File: src/svfm_pkg.sv
package svfm_pkg;

   // Mode codes, shared by the state machine and the checker
   localparam logic [2:0] MODE_OK         = 3'd0;
   localparam logic [2:0] MODE_LOW_PEND   = 3'd1;
   localparam logic [2:0] MODE_HIGH_PEND  = 3'd2;
   localparam logic [2:0] MODE_LOW_FAULT  = 3'd3;
   localparam logic [2:0] MODE_HIGH_FAULT = 3'd4;
   localparam logic [2:0] MODE_RECOVER    = 3'd5;

   // Relay request codes
   localparam logic [1:0] RELAY_NONE  = 2'd0;
   localparam logic [1:0] RELAY_OPEN  = 2'd1;
   localparam logic [1:0] RELAY_CLOSE = 2'd2;

   // Band classification
   typedef enum logic [1:0] {
      CLS_IN   = 2'd0,
      CLS_LOW  = 2'd1,
      CLS_HIGH = 2'd2
   } cls_type;

   // Register map
   localparam int CSR_INDEX_BITS = 3;
   localparam logic [CSR_INDEX_BITS-1:0] CSR_LOWER_LIMIT     = 3'd0;
   localparam logic [CSR_INDEX_BITS-1:0] CSR_UPPER_LIMIT     = 3'd1;
   localparam logic [CSR_INDEX_BITS-1:0] CSR_HYSTERESIS      = 3'd2;
   localparam logic [CSR_INDEX_BITS-1:0] CSR_CONFIRM_PERIODS = 3'd3;
   localparam logic [CSR_INDEX_BITS-1:0] CSR_RECOVER_PERIODS = 3'd4;

   localparam int HYST_BITS = 12;

   // Reset values of the registers
   localparam int LOWER_LIMIT_RST     = 1760;
   localparam int UPPER_LIMIT_RST     = 2640;
   localparam int HYSTERESIS_RST      = 100;
   localparam int CONFIRM_PERIODS_RST = 10;
   localparam int RECOVER_PERIODS_RST = 10;

   // One result beat as produced by the state machine
   typedef struct packed {
      logic [2:0] mode;
      logic       voltage_ok;
      logic       alarm_low;
      logic       alarm_high;
      logic [1:0] relay_cmd;
   } result_type;

endpackage

File: src/svfm_classify.sv
module svfm_classify
   import svfm_pkg::*;
#(
   parameter int BAND_BITS = 18
) (
   input  logic signed [BAND_BITS-1:0] sample,
   input  logic signed [BAND_BITS-1:0] band_lo,
   input  logic signed [BAND_BITS-1:0] band_hi,
   output cls_type                     cls
);

   // Inside wins; above the upper edge is high, anything else low
   always_comb begin
      if (sample >= band_lo && sample <= band_hi) begin
         cls = CLS_IN;
      end else if (sample > band_hi) begin
         cls = CLS_HIGH;
      end else begin
         cls = CLS_LOW;
      end
   end

endmodule

File: src/svfm_fsm.sv
module svfm_fsm
   import svfm_pkg::*;
#(
   parameter int TIMER_BITS = 16
) (
   input  logic                  clock,
   input  logic                  reset,
   input  logic                  step_en,
   input  logic                  charging,
   input  cls_type               wide_cls,
   input  cls_type               narrow_cls,
   input  logic [TIMER_BITS-1:0] confirm_periods,
   input  logic [TIMER_BITS-1:0] recover_periods,
   output result_type            result
);

   logic [2:0]            mode_ff,       mode_in;
   logic [TIMER_BITS-1:0] elapsed_ff,    elapsed_in;
   logic                  ok_ff,         ok_in;
   logic                  alarm_low_ff,  alarm_low_in;
   logic                  alarm_high_ff, alarm_high_in;
   logic [1:0]            relay;
   logic [TIMER_BITS-1:0] tick;

   // Saturating period count
   assign tick = (elapsed_ff == {TIMER_BITS{1'b1}}) ? elapsed_ff : elapsed_ff + 1'b1;

   // Next state for the sample at hand
   always_comb begin
      mode_in       = mode_ff;
      elapsed_in    = elapsed_ff;
      ok_in         = ok_ff;
      alarm_low_in  = alarm_low_ff;
      alarm_high_in = alarm_high_ff;
      relay         = RELAY_NONE;
      case (mode_ff)
         MODE_LOW_PEND, MODE_HIGH_PEND: begin
            if (tick >= confirm_periods) begin
               elapsed_in = tick;
               ok_in      = 1'b0;
               if (charging) begin
                  relay = RELAY_OPEN;
               end
               mode_in = (mode_ff == MODE_LOW_PEND) ? MODE_LOW_FAULT : MODE_HIGH_FAULT;
            end else if (wide_cls == CLS_IN) begin
               elapsed_in = '0;
               mode_in    = MODE_OK;
            end else if (wide_cls == CLS_LOW && mode_ff == MODE_HIGH_PEND) begin
               elapsed_in = '0;
               mode_in    = MODE_LOW_PEND;
            end else if (wide_cls == CLS_HIGH && mode_ff == MODE_LOW_PEND) begin
               elapsed_in = '0;
               mode_in    = MODE_HIGH_PEND;
            end else begin
               elapsed_in = tick;
            end
         end
         MODE_LOW_FAULT, MODE_HIGH_FAULT: begin
            if (narrow_cls == CLS_IN) begin
               elapsed_in = '0;
               mode_in    = MODE_RECOVER;
            end else if (narrow_cls == CLS_LOW) begin
               alarm_low_in  = 1'b1;
               alarm_high_in = 1'b0;
            end else begin
               alarm_high_in = 1'b1;
               alarm_low_in  = 1'b0;
            end
         end
         MODE_RECOVER: begin
            elapsed_in = tick;
            if (tick >= recover_periods) begin
               ok_in = 1'b1;
               if (charging) begin
                  relay = RELAY_CLOSE;
               end
               mode_in = MODE_OK;
            end else if (narrow_cls == CLS_LOW) begin
               mode_in = MODE_LOW_FAULT;
            end else if (narrow_cls == CLS_HIGH) begin
               mode_in = MODE_HIGH_FAULT;
            end
         end
         default: begin
            // Ok, and any code that cannot arise
            alarm_low_in  = 1'b0;
            alarm_high_in = 1'b0;
            mode_in       = MODE_OK;
            if (wide_cls == CLS_IN) begin
               ok_in = 1'b1;
            end else begin
               elapsed_in = '0;
               mode_in    = (wide_cls == CLS_LOW) ? MODE_LOW_PEND : MODE_HIGH_PEND;
            end
         end
      endcase
   end

   // Commit the state when a sample moves on
   always_ff @(posedge clock) begin
      if (reset) begin
         mode_ff       <= MODE_OK;
         elapsed_ff    <= '0;
         ok_ff         <= 1'b0;
         alarm_low_ff  <= 1'b0;
         alarm_high_ff <= 1'b0;
      end else if (step_en) begin
         mode_ff       <= mode_in;
         elapsed_ff    <= elapsed_in;
         ok_ff         <= ok_in;
         alarm_low_ff  <= alarm_low_in;
         alarm_high_ff <= alarm_high_in;
      end
   end

   assign result.mode       = mode_in;
   assign result.voltage_ok = ok_in;
   assign result.alarm_low  = alarm_low_in;
   assign result.alarm_high = alarm_high_in;
   assign result.relay_cmd  = relay;

endmodule

File: src/supply_voltage_fault_monitor.sv
// Path: an accepted sample moves through the input register and then the result register,
// where it is offered as a result beat.
// Throughput: one sample per cycle; the result register frees as its beat is taken,
// so the input side stalls only while a result is held and the input register is full.
// Reset: synchronous, active high; empties both stages, returns the monitor to ok
// with flags and alarms clear and loads the register reset values.
module supply_voltage_fault_monitor
   import svfm_pkg::*;
#(
   parameter int VOLT_BITS  = 16,
   parameter int TIMER_BITS = 16
) (
   input  logic                  clock,
   input  logic                  reset,
   input  logic                  req_valid,
   output logic                  req_stall,
   input  logic [VOLT_BITS-1:0]  req_voltage,
   input  logic                  req_charging,
   output logic                  rsp_valid,
   input  logic                  rsp_stall,
   output logic [2:0]            rsp_mode,
   output logic                  rsp_voltage_ok,
   output logic                  rsp_alarm_low,
   output logic                  rsp_alarm_high,
   output logic [1:0]            rsp_relay_cmd,
   input  logic                  csr_wr_en,
   input  logic [CSR_INDEX_BITS-1:0] csr_index,
   input  logic [((VOLT_BITS > TIMER_BITS) ?
                  ((VOLT_BITS > HYST_BITS) ? VOLT_BITS : HYST_BITS) :
                  ((TIMER_BITS > HYST_BITS) ? TIMER_BITS : HYST_BITS))-1:0] csr_wdata
);

   localparam int BandBits = ((VOLT_BITS > HYST_BITS) ? VOLT_BITS : HYST_BITS) + 2;

   logic [VOLT_BITS-1:0]  lower_ff,   upper_ff;
   logic [HYST_BITS-1:0]  hyst_ff;
   logic [TIMER_BITS-1:0] confirm_ff, recover_ff;

   logic                  in_valid_ff;
   logic [VOLT_BITS-1:0]  voltage_ff;
   logic                  charging_ff;
   logic                  out_valid_ff;
   result_type            out_ff;
   result_type            result;

   logic                  out_free;
   logic                  advance;
   logic                  take_req;

   logic [BandBits-1:0]        nlo_sum;
   logic [BandBits-1:0]        volt_max;
   logic signed [BandBits-1:0] sample_s;
   logic signed [BandBits-1:0] lower_s, upper_s, nlo_s, nhi_s;
   cls_type                    wide_cls, narrow_cls;

   // Register writes
   always_ff @(posedge clock) begin
      if (reset) begin
         lower_ff   <= VOLT_BITS'(LOWER_LIMIT_RST);
         upper_ff   <= VOLT_BITS'(UPPER_LIMIT_RST);
         hyst_ff    <= HYST_BITS'(HYSTERESIS_RST);
         confirm_ff <= TIMER_BITS'(CONFIRM_PERIODS_RST);
         recover_ff <= TIMER_BITS'(RECOVER_PERIODS_RST);
      end else if (csr_wr_en) begin
         case (csr_index)
            CSR_LOWER_LIMIT:     lower_ff   <= csr_wdata[VOLT_BITS-1:0];
            CSR_UPPER_LIMIT:     upper_ff   <= csr_wdata[VOLT_BITS-1:0];
            CSR_HYSTERESIS:      hyst_ff    <= csr_wdata[HYST_BITS-1:0];
            CSR_CONFIRM_PERIODS: confirm_ff <= csr_wdata[TIMER_BITS-1:0];
            CSR_RECOVER_PERIODS: recover_ff <= csr_wdata[TIMER_BITS-1:0];
            default: ;
         endcase
      end
   end

   // Handshake: the input stage moves on whenever the result register is free
   assign out_free  = !out_valid_ff || !rsp_stall;
   assign advance   = in_valid_ff && out_free;
   assign req_stall = in_valid_ff && !out_free;
   assign take_req  = req_valid && !req_stall;

   // Input register
   always_ff @(posedge clock) begin
      if (reset) begin
         in_valid_ff <= 1'b0;
      end else if (take_req) begin
         in_valid_ff <= 1'b1;
      end else if (advance) begin
         in_valid_ff <= 1'b0;
      end
   end

   always_ff @(posedge clock) begin
      if (take_req) begin
         voltage_ff  <= req_voltage;
         charging_ff <= req_charging;
      end
   end

   // Band edges: widen to signed so the narrowed upper edge may go negative
   assign sample_s = $signed({{(BandBits-VOLT_BITS){1'b0}}, voltage_ff});
   assign lower_s  = $signed({{(BandBits-VOLT_BITS){1'b0}}, lower_ff});
   assign upper_s  = $signed({{(BandBits-VOLT_BITS){1'b0}}, upper_ff});
   assign volt_max = {{(BandBits-VOLT_BITS){1'b0}}, {VOLT_BITS{1'b1}}};
   assign nlo_sum  = {{(BandBits-VOLT_BITS){1'b0}}, lower_ff}
                   + {{(BandBits-HYST_BITS){1'b0}}, hyst_ff};
   // Saturate the raised lower edge at the largest voltage
   assign nlo_s    = $signed((nlo_sum > volt_max) ? volt_max : nlo_sum);
   assign nhi_s    = upper_s - $signed({{(BandBits-HYST_BITS){1'b0}}, hyst_ff});

   svfm_classify #(
      .BAND_BITS (BandBits)
   ) u_wide (
      .sample  (sample_s),
      .band_lo (lower_s),
      .band_hi (upper_s),
      .cls     (wide_cls)
   );

   svfm_classify #(
      .BAND_BITS (BandBits)
   ) u_narrow (
      .sample  (sample_s),
      .band_lo (nlo_s),
      .band_hi (nhi_s),
      .cls     (narrow_cls)
   );

   svfm_fsm #(
      .TIMER_BITS (TIMER_BITS)
   ) u_fsm (
      .clock           (clock),
      .reset           (reset),
      .step_en         (advance),
      .charging        (charging_ff),
      .wide_cls        (wide_cls),
      .narrow_cls      (narrow_cls),
      .confirm_periods (confirm_ff),
      .recover_periods (recover_ff),
      .result          (result)
   );

   // Result register: load on advance, drop once the beat is taken
   always_ff @(posedge clock) begin
      if (reset) begin
         out_valid_ff <= 1'b0;
      end else if (advance) begin
         out_valid_ff <= 1'b1;
      end else if (!rsp_stall) begin
         out_valid_ff <= 1'b0;
      end
   end

   always_ff @(posedge clock) begin
      if (advance) begin
         out_ff <= result;
      end
   end

   assign rsp_valid      = out_valid_ff;
   assign rsp_mode       = out_ff.mode;
   assign rsp_voltage_ok = out_ff.voltage_ok;
   assign rsp_alarm_low  = out_ff.alarm_low;
   assign rsp_alarm_high = out_ff.alarm_high;
   assign rsp_relay_cmd  = out_ff.relay_cmd;

endmodule

File: config.mk
export PLATFORM = sky130hd
export DESIGN_NAME = supply_voltage_fault_monitor
export DESIGN_NICKNAME = d
export VERILOG_FILES = /design/src/svfm_pkg.sv /design/src/svfm_classify.sv /design/src/svfm_fsm.sv /design/src/supply_voltage_fault_monitor.sv
export SDC_FILE = /design/constraint.sdc
export NUM_CORES = 1
export LEC_CHECK = 0
export BUFFER_PORTS_ARGS = -buffer_cell sky130_fd_sc_hd__buf_4
export CORE_UTILIZATION = 56
export DETAILED_ROUTE_END_ITERATION = 16
export GPL_ROUTABILITY_DRIVEN = 0
export PLACE_DENSITY = 0.74
export SYNTH_ARGS = -nofsm -noshare
export SYNTH_HDL_FRONTEND = slang
export SYNTH_SLANG_ARGS = --single-unit
File: constraint.sdc
create_clock -name clock -period 4.82 [get_ports clock]
set_clock_uncertainty 0.05 [all_clocks]
set_input_delay 0.241 -clock clock [delete_from_list [all_inputs] [get_ports clock]]
set_output_delay 0.241 -clock clock [all_outputs]
set_load 0.02 [all_outputs]
==> results by group <==
Clock network
  – CTS tree: built
  – Clock Sinks: around 130
  – Clk root buf: clkbuf_16
  – Clock H-tree levels: 4
  – Num CTS Buffers: 17
  – Clock buffer depth: 2
  – Clk slew on worst S/H paths: roughly 0.060 ns
  – Worst skew pair latency: 0.43 ns

Floorplan
  – Die area: between 0.015 and 0.02 mm2
  – Die X: around 130 um
  – Die extent in y: 126 um
  – Core area: approximately 0.015 mm2
  – Initial Utilization: around 57%
  – Row cnt: 45
  – # IOs: approximately 50

Final layout
  – Final Net Count: approximately 1,300
  – # diodes: 0
  – Most common cell after layout, fill and taps aside: nand2_1
  – Most frequent cells in the layout: nand2_1 (173), a21oi_1 (115), ha_1 (114)
  – Fillers: approximately 1,200
  – Final Core Density: between 70% and 80%
  – Share of cells above drive strength 1: approximately a fifth
  – P&R area growth vs syn: 23.7%

Global routing
  – Busiest grt layer: met2
  – Met1 usage: 39.7%
  – Grt met2 use: between 40 and 50%
  – Largest net degree at the start of global routing: 84
  – Met3 Track Usage GR: 5.99%
  – Vias in the first global route: 7,299
  – Initial antenna violation count: 0
  – First-pass GRT wire length: ~36,000 um
  – GRT Residual Overflow: 0
  – Total track usage: between 20% and 30%

Setup path
  – Crit start category: flip-flop
  – Critical Path Sink Type: flip-flop
  – Worst EP arrival: 4.99 ns
  – CP required: 5.09 ns
  – Critical Path Slowest Stage Cell: or4_4
  – Kind of critical path: reg2reg
  – CP cell instances: inv_2 > ha_4 > nor2b_4 > o21ai_2 > a21oi_2 > o21ai_1 > buf_4 > a211oi_2 > o31a_1 > o21a_1 > or4_4 > xnor2_4 > ha_4 > nand4_1 > o22ai_4 > a31oi_4 > a211o_4 > o21ai_4 > o21ai_4 > buf_6 > a211o_4 > a32o_1
  – Largest stage delay, worst path: 0.53 ns
  – Reg2reg setup slack: 0.10 ns
  – Crit-path max FO: 5

Synth
  – Post-Syn Nets: roughly 1,200
  – Number of flops mapped to enable cells by yosys: 25
  – Syn_area_per_cell: 8.16 um2
  – Post-Syn Area: a little under 0.009 mm2
  – Distinct cell type count after synthesis: 71
  – Synth warnings: 0
  – Fraction of registers with async set/reset: 0%
  – Most used DFF post-synth: dfxtp_1
  – FF+latch count, synth: about 130
  – Sequential area share after synthesis: 31.8%
  – Synth Instances: 1,060

Timing
  – Worst-Margin Slew: ~0.93 ns
  – Tmin final: roughly 4.7 ns
  – Slew Limit Fails: 0
  – FMAX: 212 MHz
  – RSZ-0062 raised after global routing: yes
  – Hold Worst Slack: roughly 0.04 ns
  – Rel. slew slack: 37.7%
  – Post-Route Setup TNS: 0 ns
  – Period utilization: 97.8%
  – Final Hold Violating Endpoints: 0
  – # setup viols final: 0

Drt
  – Detailed-route DRC error count: 0
  – Detailed-route wire length: about 23,000 um
  – Routed len/inst: 17.1 um
  – DRT iter0 DRCs: ~650
  – Antenna-violating nets left: 0
  – Drt first pass iters: 5
  – Vias: slightly above 8,000
  – Vias per inst: 5.92

Outcome
  – Status: completed

Power and ir drop
  – Maximum vdd drop: around 0.30 mV
  – PwrDens: between 200 and 300 mW/mm2
  – Pleak: roughly 4.4 nW

Worst hold path
  – HP Class: in2reg

Placement
  – HPWL Detailed: about 17,000 um
  – Port bufs: 50

Flow run
  – Max-cap violation count: 0
==> registers in the layout, summed over array words and instances, names as in the netlist, 3 cells and up <==
name and cells:
confirm_ff 16, lower_ff 16, recover_ff 16, u_fsm.elapsed_ff 16, upper_ff 16, voltage_ff 16
hyst_ff 12, rsp_mode 3, u_fsm.mode_ff 3
==> logic make-up (layout without fill, tap and decap cells) <==
logic type	after synthesis	after routing	synth area share [%]
buffers and inverters	129	244	6.12
and+or+nand+nor	364	364	19.7
adders and majority gates	123	123	18.0
DFF	125	125	31.8
muxes	5	5	0.608
AOI/OAI and AO/OA	286	286	20.9
xor gates and xnor gates	28	28	2.84
==> through the flow <==
stage / instance area [um2] / std cells / power [mW] / setup WS, ns
final: 10700 / 1363 / 2.95 / 0.105
after global routing: 10700 / 1363 / 3.06 / -0.0577
after CTS: 10300 / 1361 / 2.90 / 0.000442
after detailed placement: 9440 / 1309 / 1.58 / -0.236
after global placement: 9440 / 1309 / 1.57 / -0.0944
after floorplan: 8650 / 1060 / 1.44 / 0.0194
==> routing by layer <==
| metal | share of wire, % | up-vias | routed length, um |
|---|---|---|---|
| li1 | - | 3976 | - |
| met1 | 47 | 3801 | 10900 |
| met2 | 46 | 254 | 10700 |
| met3 | 5.1 | 39 | 1190 |
| met4 | 2.0 | 0 | 472 |
| met5 | 0 | - | 0 |
==> worst max-delay path, delay by kind of cell, from the launching register on <==
| kind | cells | cell delay (ns) |
|---|---|---|
| fa+ha+maj | 2 | 0.50 |
| xor+xnor | 1 | 0.17 |
| buf+inv | 3 | 0.36 |
| simple gates | 3 | 0.91 |
| compound gates | 13 | 2.26 |
| flops | 1 | 0.33 |
==> cell usage after synthesis, types with 10 or more instances <==
master	instances	share of area, %
nand2_1	173	7.5
a21oi_1	122	7.1
ha_1	121	18
dfxtp_1	100	23
inv_1	88	3.8
nor2_1	56	2.4
o21ai_0	35	2.0
clkbuf_1	29	1.3
edfxtp_1	25	8.7
o211ai_1	21	1.8
xnor2_1	21	2.1
nand4_1	19	1.4
nand3_1	18	1.0
a21o_1	17	1.5
nor3_1	17	0.98
nor2b_1	16	1.2
a211oi_1	13	1.1
nand2b_1	12	0.87
or2_2	11	0.80
o21a_1	10	0.87
==> path summary, 6_finish.rpt <==
path,from,endpoint,depth (start not counted)
max,hyst_ff[1],u_fsm.elapsed_ff[4],22
min,csr_wdata[1],upper_ff[1],3
max reg2reg,hyst_ff[1],u_fsm.elapsed_ff[4],22
min reg2reg,recover_ff[7],recover_ff[7],2
==> what timing repair did <==
item                       4_1_cts  5_1_grt
hold endpoints to repair        19        0
resized for setup               15       80
setup buffers                    2        3
hold buffers                    19        0
setup endpoints to repair       25       26
pin swaps                        3       47
==> report_power, final <==
group	internal, mW	leakage, nW	total, mW	switching, mW
clock	0.832	0.297	1.30	0.471
combinational	0.228	3.05	0.507	0.280
sequential	1.10	1.05	1.14	0.0355
total	2.16	4.40	2.95	0.785
==> area by class of cell <==
cell class | count | area, um2 | share of cell area (%)
Multi-Input combinational cell | 806 | 5780 | 54.0
Sequential cell | 125 | 2760 | 25.8
Timing Repair Buffer | 123 | 982 | 9.18
Clock buffer | 27 | 554 | 5.18
Inverter | 90 | 338 | 3.16
Tap cell | 188 | 235 | 2.20
Clock inverter | 4 | 47.5 | 0.445
Note: power is estimated with default switching activity, not from simulation.
